## src/byte_literal_token_parser_macros.svh

```systemverilog
// assertion macros for the byte literal token parser
// no dependencies; included by modules that carry concurrent checks
`ifndef BYTE_LITERAL_TOKEN_PARSER_MACROS_SVH
`define BYTE_LITERAL_TOKEN_PARSER_MACROS_SVH

// same-cycle implication, disabled while reset is held
`define BLP_ASSERT_NOW(label, clk, rst_n, ante, cons, msg) \
    label: assert property (@(posedge clk) disable iff (!(rst_n)) (ante) |-> (cons)) \
        else $error(msg);

// next-cycle implication, disabled while reset is held
`define BLP_ASSERT_NEXT(label, clk, rst_n, ante, cons, msg) \
    label: assert property (@(posedge clk) disable iff (!(rst_n)) (ante) |=> (cons)) \
        else $error(msg);

`endif

```

## src/blp_pkg.sv

```systemverilog
// shared types, character codes and helpers of the byte literal token parser
// no dependencies
package blp_pkg;

    localparam int CHAR_W  = 8;
    localparam int VALUE_W = 8;
    localparam int ACC_W   = 9;
    localparam int NIB_W   = 4;

    localparam logic [CHAR_W-1:0] CHAR_NL    = 8'd10;
    localparam logic [CHAR_W-1:0] CHAR_SPACE = 8'd32;
    localparam logic [CHAR_W-1:0] CHAR_QUOTE = 8'd34;
    localparam logic [CHAR_W-1:0] CHAR_SLASH = 8'd47;
    localparam logic [CHAR_W-1:0] CHAR_ZERO  = 8'd48;
    localparam logic [CHAR_W-1:0] CHAR_COLON = 8'd58;
    localparam logic [CHAR_W-1:0] CHAR_LX    = 8'd120;
    localparam logic [CHAR_W-1:0] CHAR_UX    = 8'd88;
    localparam logic [CHAR_W-1:0] CHAR_UA    = 8'd65;
    localparam logic [CHAR_W-1:0] CHAR_UF    = 8'd70;
    localparam logic [CHAR_W-1:0] CHAR_LA    = 8'd97;
    localparam logic [CHAR_W-1:0] CHAR_LF    = 8'd102;
    localparam logic [11:0]       DEC_LIMIT  = 12'd255;

    localparam logic KIND_DATA  = 1'b0;
    localparam logic KIND_ERROR = 1'b1;

    localparam logic [VALUE_W-1:0] ERR_CHAR  = 8'd0;
    localparam logic [VALUE_W-1:0] ERR_HEX   = 8'd1;
    localparam logic [VALUE_W-1:0] ERR_RANGE = 8'd2;
    localparam logic [VALUE_W-1:0] ERR_OPEN  = 8'd3;

    typedef enum logic [8:0] {
        MODE_IDLE    = 9'b000000001,
        MODE_STRING  = 9'b000000010,
        MODE_SLASH   = 9'b000000100,
        MODE_COMMENT = 9'b000001000,
        MODE_ZERO    = 9'b000010000,
        MODE_DECIMAL = 9'b000100000,
        MODE_HEX1    = 9'b001000000,
        MODE_HEX2    = 9'b010000000,
        MODE_ERROR   = 9'b100000000
    } t_mode;

    typedef struct packed {
        logic               kind;
        logic [VALUE_W-1:0] value;
        logic               last;
    } t_result;

    function automatic logic is_digit(input logic [CHAR_W-1:0] c);
        return (c > CHAR_SLASH) && (c < CHAR_COLON);
    endfunction

    // bit 4 set means not a hex digit
    function automatic logic [NIB_W:0] hex_value(input logic [CHAR_W-1:0] c);
        logic [CHAR_W-1:0] t;
        t = 8'd0;
        if (is_digit(c)) begin
            t = c - CHAR_ZERO;
        end else if (c >= CHAR_UA && c <= CHAR_UF) begin
            t = c - CHAR_UA + 8'd10;
        end else if (c >= CHAR_LA && c <= CHAR_LF) begin
            t = c - CHAR_LA + 8'd10;
        end else begin
            t = 8'd16;
        end
        return t[NIB_W:0];
    endfunction

endpackage

```

## src/blp_in_if.sv

```systemverilog
// input character channel of the byte literal token parser
// depends on blp_pkg
interface blp_in_if import blp_pkg::*; ();
    logic              valid;
    logic              ready;
    logic [CHAR_W-1:0] in_char;

    modport source (output valid, output in_char, input ready);
    modport sink   (input valid, input in_char, output ready);
endinterface

```

## src/blp_out_if.sv

```systemverilog
// result channel of the byte literal token parser
// depends on blp_pkg
interface blp_out_if import blp_pkg::*; ();
    logic               valid;
    logic               ready;
    logic               out_kind;
    logic [VALUE_W-1:0] out_value;
    logic               out_last;

    modport source (output valid, output out_kind, output out_value, output out_last,
                    input ready);
    modport sink   (input valid, input out_kind, input out_value, input out_last,
                    output ready);
endinterface

```

## src/byte_literal_token_parser.sv

```systemverilog
// byte literal token parser: characters in, data bytes and error reports out
// depends on blp_pkg, blp_in_if, blp_out_if and byte_literal_token_parser_macros.svh
//
//   channel   dir   handshake      payload
//   i_in      in    valid/ready    in_char
//   o_out     out   valid/ready    out_kind, out_value, out_last
//
// one character is parsed per cycle while i_in.ready is high; its results (none, one or two) land in a
// two-slot result buffer in the same edge and leave one per cycle while o_out is ready.
// a character that ends a decimal run with an error fills both slots and holds
// the input until the first of them has left; any other gives one result at most, so a
// transaction can be taken every cycle while o_out is ready.
// i_rst_n is synchronous, active low; it clears parse state and the buffer.
// a character is taken while the buffer is empty or its last entry is leaving.
`include "byte_literal_token_parser_macros.svh"

module byte_literal_token_parser import blp_pkg::*; (
    input  logic      i_clk,
    input  logic      i_rst_n,
    blp_in_if.sink    i_in,
    blp_out_if.source o_out
);

    typedef struct packed {
        t_mode            mode;
        logic [ACC_W-1:0] acc;
        logic             err;
    } t_idle;

    // token start from the between-tokens state
    function automatic t_idle idle_step(input logic [CHAR_W-1:0] c, input logic [ACC_W-1:0] acc);
        t_idle r;
        r.mode = MODE_IDLE;
        r.acc  = acc;
        r.err  = 1'b0;
        if (c == CHAR_SPACE || c == CHAR_NL) begin
            r.mode = MODE_IDLE;
        end else if (c == CHAR_QUOTE) begin
            r.mode = MODE_STRING;
        end else if (c == CHAR_SLASH) begin
            r.mode = MODE_SLASH;
        end else if (c == CHAR_ZERO) begin
            r.acc  = '0;
            r.mode = MODE_ZERO;
        end else if (is_digit(c)) begin
            r.acc  = ACC_W'(c - CHAR_ZERO);
            r.mode = MODE_DECIMAL;
        end else begin
            r.mode = MODE_ERROR;
            r.err  = 1'b1;
        end
        return r;
    endfunction

    t_mode            r_mode, n_mode;
    logic [ACC_W-1:0] r_acc, n_acc;
    logic [NIB_W-1:0] r_nib, n_nib;
    t_result          r_slot [2];
    logic [1:0]       r_count;

    t_result          res0, res1;
    logic [1:0]       res_count;
    logic             accept, pop;
    logic [CHAR_W-1:0] c;
    logic [NIB_W:0]   hv;
    logic [11:0]      dec_sum;
    t_idle            idle;

    assign c       = i_in.in_char;
    assign hv      = hex_value(c);
    assign dec_sum = 12'(r_acc) * 12'd10 + 12'(c - CHAR_ZERO);
    assign idle    = idle_step(c, r_acc);

    assign pop        = o_out.valid && o_out.ready;
    assign i_in.ready = (r_count == 2'd0) || (r_count == 2'd1 && o_out.ready);
    assign accept     = i_in.valid && i_in.ready;

    always_comb begin
        n_mode    = r_mode;
        n_acc     = r_acc;
        n_nib     = r_nib;
        res0      = '{kind: KIND_DATA, value: '0, last: 1'b1};
        res1      = '{kind: KIND_ERROR, value: ERR_CHAR, last: 1'b1};
        res_count = 2'd0;
        unique case (r_mode)
            MODE_ERROR: begin
            end
            MODE_STRING: begin
                if (c == CHAR_QUOTE) begin
                    n_mode = MODE_IDLE;
                end else if (c == CHAR_NL) begin
                    n_mode    = MODE_ERROR;
                    res0      = '{kind: KIND_ERROR, value: ERR_OPEN, last: 1'b1};
                    res_count = 2'd1;
                end else begin
                    res0      = '{kind: KIND_DATA, value: c, last: 1'b1};
                    res_count = 2'd1;
                end
            end
            MODE_SLASH: begin
                if (c == CHAR_SLASH) begin
                    n_mode = MODE_COMMENT;
                end else begin
                    n_mode    = MODE_ERROR;
                    res0      = '{kind: KIND_ERROR, value: ERR_CHAR, last: 1'b1};
                    res_count = 2'd1;
                end
            end
            MODE_COMMENT: begin
                if (c == CHAR_NL) begin
                    n_mode = MODE_IDLE;
                end
            end
            MODE_ZERO, MODE_DECIMAL: begin
                if (r_mode == MODE_ZERO && (c == CHAR_LX || c == CHAR_UX)) begin
                    n_mode = MODE_HEX1;
                end else if (is_digit(c)) begin
                    if (dec_sum >= DEC_LIMIT) begin
                        n_mode    = MODE_ERROR;
                        res0      = '{kind: KIND_ERROR, value: ERR_RANGE, last: 1'b1};
                        res_count = 2'd1;
                    end else begin
                        n_acc  = dec_sum[ACC_W-1:0];
                        n_mode = MODE_DECIMAL;
                    end
                end else begin
                    // run ends: emit its byte, then reparse this character
                    res0   = '{kind: KIND_DATA, value: r_acc[VALUE_W-1:0], last: !idle.err};
                    n_mode = idle.mode;
                    n_acc  = idle.acc;
                    res_count = idle.err ? 2'd2 : 2'd1;
                end
            end
            MODE_HEX1: begin
                if (!hv[NIB_W]) begin
                    n_nib  = hv[NIB_W-1:0];
                    n_mode = MODE_HEX2;
                end else begin
                    n_mode    = MODE_ERROR;
                    res0      = '{kind: KIND_ERROR, value: ERR_HEX, last: 1'b1};
                    res_count = 2'd1;
                end
            end
            MODE_HEX2: begin
                if (!hv[NIB_W]) begin
                    n_mode    = MODE_IDLE;
                    res0      = '{kind: KIND_DATA, value: {r_nib, hv[NIB_W-1:0]}, last: 1'b1};
                    res_count = 2'd1;
                end else begin
                    n_mode    = MODE_ERROR;
                    res0      = '{kind: KIND_ERROR, value: ERR_HEX, last: 1'b1};
                    res_count = 2'd1;
                end
            end
            MODE_IDLE: begin
                n_mode = idle.mode;
                n_acc  = idle.acc;
                if (idle.err) begin
                    res0      = '{kind: KIND_ERROR, value: ERR_CHAR, last: 1'b1};
                    res_count = 2'd1;
                end
            end
            default: begin
                n_mode = MODE_IDLE;
            end
        endcase
    end

    always_ff @(posedge i_clk) begin
        if (!i_rst_n) begin
            r_mode  <= MODE_IDLE;
            r_acc   <= '0;
            r_nib   <= '0;
            r_count <= 2'd0;
        end else begin
            if (accept) begin
                r_mode  <= n_mode;
                r_acc   <= n_acc;
                r_nib   <= n_nib;
                // older results have drained by this edge when a transaction is taken
                r_count <= res_count;
            end else if (pop) begin
                r_count <= r_count - 2'd1;
            end
        end
    end

    always_ff @(posedge i_clk) begin
        if (accept) begin
            r_slot[0] <= res0;
            r_slot[1] <= res1;
        end else if (pop) begin
            r_slot[0] <= r_slot[1];
        end
    end

    assign o_out.valid     = (r_count != 2'd0);
    assign o_out.out_kind  = r_slot[0].kind;
    assign o_out.out_value = r_slot[0].value;
    assign o_out.out_last  = r_slot[0].last;

    `BLP_ASSERT_NOW(a_no_overrun, i_clk, i_rst_n, accept, (r_count == 2'd0) || pop,
        "input taken while results still pending")
    `BLP_ASSERT_NEXT(a_error_sticky, i_clk, i_rst_n, r_mode == MODE_ERROR,
        r_mode == MODE_ERROR && !(o_out.valid && $past(accept)),
        "parser left error state or emitted after error")
    `BLP_ASSERT_NOW(a_pair_order, i_clk, i_rst_n, r_count == 2'd2,
        !r_slot[0].last && r_slot[1].last && r_slot[1].kind == KIND_ERROR,
        "two-result pair malformed")
    `BLP_ASSERT_NOW(a_count_range, i_clk, i_rst_n, 1'b1, r_count != 2'd3,
        "result buffer count out of range")

endmodule
```

## src/flat_wrapper.sv

```systemverilog
// flat-port wrapper written by rule: the top's interface ports become plain ports
module byte_literal_token_parser_flat import blp_pkg::*;
  (i_clk, i_rst_n, i_in_valid, i_in_in_char, i_in_ready, o_out_valid, o_out_out_kind, o_out_out_value, o_out_out_last, o_out_ready);
  blp_in_if i_in_i ();
  blp_out_if o_out_i ();
  input  logic i_clk;
  input  logic i_rst_n;
  input wire logic [$bits(i_in_i.valid)-1:0] i_in_valid;
  input wire logic [$bits(i_in_i.in_char)-1:0] i_in_in_char;
  output wire logic [$bits(i_in_i.ready)-1:0] i_in_ready;
  output wire logic [$bits(o_out_i.valid)-1:0] o_out_valid;
  output wire logic [$bits(o_out_i.out_kind)-1:0] o_out_out_kind;
  output wire logic [$bits(o_out_i.out_value)-1:0] o_out_out_value;
  output wire logic [$bits(o_out_i.out_last)-1:0] o_out_out_last;
  input wire logic [$bits(o_out_i.ready)-1:0] o_out_ready;
  assign i_in_i.valid = i_in_valid;
  assign i_in_i.in_char = i_in_in_char;
  assign i_in_ready = i_in_i.ready;
  assign o_out_valid = o_out_i.valid;
  assign o_out_out_kind = o_out_i.out_kind;
  assign o_out_out_value = o_out_i.out_value;
  assign o_out_out_last = o_out_i.out_last;
  assign o_out_i.ready = o_out_ready;
  byte_literal_token_parser u_core (.i_clk(i_clk), .i_rst_n(i_rst_n), .i_in(i_in_i), .o_out(o_out_i));
endmodule
```

## config.mk

```make
export PLATFORM = sky130hd
export DESIGN_NAME = byte_literal_token_parser_flat
export DESIGN_NICKNAME = d
export VERILOG_FILES = /design/src/blp_pkg.sv /design/src/blp_in_if.sv /design/src/blp_out_if.sv /design/src/byte_literal_token_parser.sv /design/src/flat_wrapper.sv
export VERILOG_INCLUDE_DIRS = /design/src /design/src/src
export SDC_FILE = /design/constraint.sdc
export NUM_CORES = 1
export LEC_CHECK = 0
export ABC_AREA = 1
export BUFFER_PORTS_ARGS = -buffer_cell sky130_fd_sc_hd__buf_2
export CAP_MARGIN = 20
export CELL_PAD_IN_SITES_DETAIL_PLACEMENT = 1
export CELL_PAD_IN_SITES_GLOBAL_PLACEMENT = 1
export CORE_MARGIN = 4
export CORE_UTILIZATION = 30
export DETAILED_ROUTE_END_ITERATION = 12
export PLACE_DENSITY = 0.63
export SLEW_MARGIN = 0
export SYNTH_ARGS = -nofsm -noshare
export SYNTH_HDL_FRONTEND = slang
export SYNTH_SLANG_ARGS = --single-unit
export TNS_END_PERCENT = 30
```

## constraint.sdc

```tcl
create_clock -name i_clk -period 3.1 [get_ports i_clk]
set_input_delay 0.155 -clock i_clk [delete_from_list [all_inputs] [get_ports i_clk]]
set_output_delay 0.155 -clock i_clk [all_outputs]
set_load 0.01 [all_outputs]
```

==> metrics.md <==
| Metric | Value |
|---|---|
| Die ar. | 14,400 µm² |
| Clock sinks | 34 |
| TNS Setup | -0.184 ns |
| Synth top cells by count | nand2_1, inv_1, a21oi_1 |
| Vias in the first global route | 4,218 |
| Max-cap viol count | 0 |
| Worst-Skew Late Latency | 0.29 ns |
| Cell total after placement | 786 |
| R2R setup slack | -0.09 ns |
| Post-synth top flop | dfxtp_1 |
| Final setup vio count | 4 |
| Min-Delay Startpoint | i_rst_n |
| Synth area leader | nand2_1 |
| RR Endpoint | u_core.r_acc[7] |
| Placement Cell Area | 4280 µm² |
| Antenna violations before repair | 0 |
| CTS Buffer Depth | 2 |
| IO Pins | 24 |
| Yosys warning total | 0 |
| Row count | 40 |
| Crit-path max FO | 6 |
| Initial Utilization | between 30 and 40% |
| Ant diodes | 0 |
| CTS H-tree depth | 2 |
| Drt wl/cell | 16.6 µm |
| Mapped Area | 3770 µm² |
| Seq cells post-synth | 34 |
| Iteration-0 DRC Markers | 220 |
| Syn Area/Cell | 6.60 µm² |
| Hold_buf cts | 0 |
| CP startpoint | u_core.r_acc[1] |
| Fillers | 1,580 |
| Maximum vdd drop | 478 µV |
| Layout cells sized above 1 | 25.1% |
| Leak pwr | 2.26 nW |
| Power Total | 4.01 mW |
| Post-route DRC | 0 |
| R2R Path Start | u_core.r_acc[1] |
| Port buffer count | 23 |
| Crit path DAT | 3.35 ns |
| Vias post-DR | 4,025 |
| Area delta synth->final | 26.5% |
| Number of flops mapped to enable cells by yosys | 10 |
| Netlist cell types | 51 |
| Clock slew at reported path FFs | 0.06 ns |
| Worst Hold End | u_core.r_acc[4] |
| Endpoints failing hold | 0 |
| Ys async rst share | 0% |
| Core Region | 12,200 µm² |
| Hold Path Depth | 3 |
| CTS Buf Count | 5 |
| GRT Overall Usage | 18.6% |
| Pwr/cell area | ~840 nW/µm² |
| Clock Tree Root | clkbuf_16 |
| Vias per inst | 5.02 |
| Status | finished, violations left |
| RSZ-0062 raised after global routing | true |
| PnR worst setup slack | -0.0903 ns |
| Clock skew | 0.00792 ns |
| Drt first pass iters | 4 |
| Failing checks | setup timing |
| DRT antenna net count | 0 |
| Critical Path RT | 3.26 ns |
| Worst slew margin | 57.7% |
| Ranking of synthesized cells by area | nand2_1, dfxtp_1, ha_1 |
| Post-layout nets | 682 |
| Count leader, synth | nand2_1 |
| Largest net degree at the start of global routing | 22 |
| Fmax | between 300 and 400 MHz |
| Share of the core filled with cells | 39.2% |
| Worst Max-Slew Pin Slew | between 0.6 and 0.7 ns |
| Syn_nets | 622 |
| Chip width | 120 µm |
| Post-detail-place hpwl | 10,700 µm |
| Routability cong. | between 0.8 and 0.9 |
| Grt total ovfl | 0 |
| Startpoint types | register |
| R2R depth | 23 |
| Routed WL | approximately 13,000 µm |
| Register area share after synthesis | 20.7% |
| Crit end category | register |
| Die H | around 120 µm |
| Tightest Hold Check Type | input pin to register |
| Finished Layout Cells | 801 |
| First-pass GRT wire length | 21,400 µm |
| Top-area cell type share of the netlist area | between 10% and 20% |
| Post-Synthesis Cells | 572 |
| CTS tree | built |
| Crit path kind | register to register |
| Slew Viols, Final | 0 |
| Design Area, Final | about 4800 µm² |
| Crit share post-route | 103% |
| Tmin final | around 3.2 ns |
kinds of logic after synthesis:
| group | synth area share [%] |
|---|---|
| and+or+nand+nor | 36.9 |
| AOI/OAI and AO/OA | 16.2 |
| buffers and inverters | 10.9 |
| adders and majority gates | 13.0 |
| DFF | 20.7 |
| xor gates and xnor gates | 2.32 |
layout make-up:
| class | instances | area (µm²) | share of cell area, % |
|---|---|---|---|
| Clock buffer | 5 | 125 | 2.62 |
| Clock inverter | 3 | 11.3 | 0.236 |
| Inverter | 93 | 352 | 7.37 |
| Multi-Input combinational cell | 437 | 2880 | 60.3 |
| Sequential cell | 34 | 787 | 16.5 |
| Tap cell | 168 | 210 | 4.41 |
| Timing Repair Buffer | 61 | 408 | 8.55 |
placed cells by master, fill, tap and decap left out, types with 19 or more instances in the layout:
master	netlist	layout
o21ai_0	23	23
buf_2	2	23
a21oi_1	51	45
ha_1	36	25
dfxtp_1	24	19
nand3_1	40	32
inv_1	79	77
buf_4	2	36
nand2_1	136	129
nor2_1	50	47
routing by layer:
layer,global-route usage (%),vias to the layer above,share of wire [%]
li1,-,2017,-
met1,22.8,1918,44
met2,32.8,68,50
met3,3.25,22,4.3
met4,5.87,0,2.4
met5,0,-,0
power by group:
group | total, mW | internal, mW | switching [mW]
combinational | 2.83 | 1.18 | 1.65
clock | 0.487 | 0.290 | 0.198
sequential | 0.691 | 0.601 | 0.0901
total | 4.01 | 2.07 | 1.93
metrics by stage:
step                      hold slack [ns]  worst slack (ns)
after floorplan                     0.293            0.0281
after global placement              0.459            -0.228
after detailed placement            0.465            -0.347
after CTS                           0.246            -0.110
after global routing                0.270            -0.310
final                               0.253           -0.0903
flip-flops by register name, indices dropped and copies added (netlist names):
| signal | flops |
|---|---|
| u_core.r_mode | 9 |
| u_core.r_acc | 9 |
| u_core.r_nib | 4 |
| u_core.r_count | 2 |
| u_core.r_slot | 10 |
worst max-delay path, stage by stage, from the launching register on:
cell     delay [ns]
dfxtp_2        0.34
ha_4           0.24
ha_4           0.16
buf_4          0.12
buf_4          0.12
nand3_1        0.08
nand2_2        0.10
xor2_1         0.16
ha_1           0.35
nand2_1        0.19
nor2_1         0.07
nor2_1         0.13
nand2_1        0.06
nand2_1        0.07
nand3_2        0.10
nor2_4         0.14
buf_6          0.12
nand2_8        0.07
nand3_4        0.08
nand2_4        0.09
inv_2          0.07
nand2_1        0.05
nand2_1        0.07
nor2_1         0.04
worst max-delay path by stage:
stage          slack [ns]             endpoint
2_1_floorplan        0.03  u_core.r_slot[0][2]
3_5_place_dp        -0.35      u_core.r_acc[7]
4_1_cts             -0.11      u_core.r_acc[7]
6_report            -0.09      u_core.r_acc[7]
5_1_grt             -0.31      u_core.r_acc[7]
3_3_place_gp        -0.23  u_core.r_slot[0][2]
what timing repair did:
item	4_1_cts	5_1_grt
cloned	1	0
pin swaps	28	15
setup endpoints to repair	14	14
setup buffers	2	4
gates resized for setup	37	20
Power figures use the tool's default switching activity.
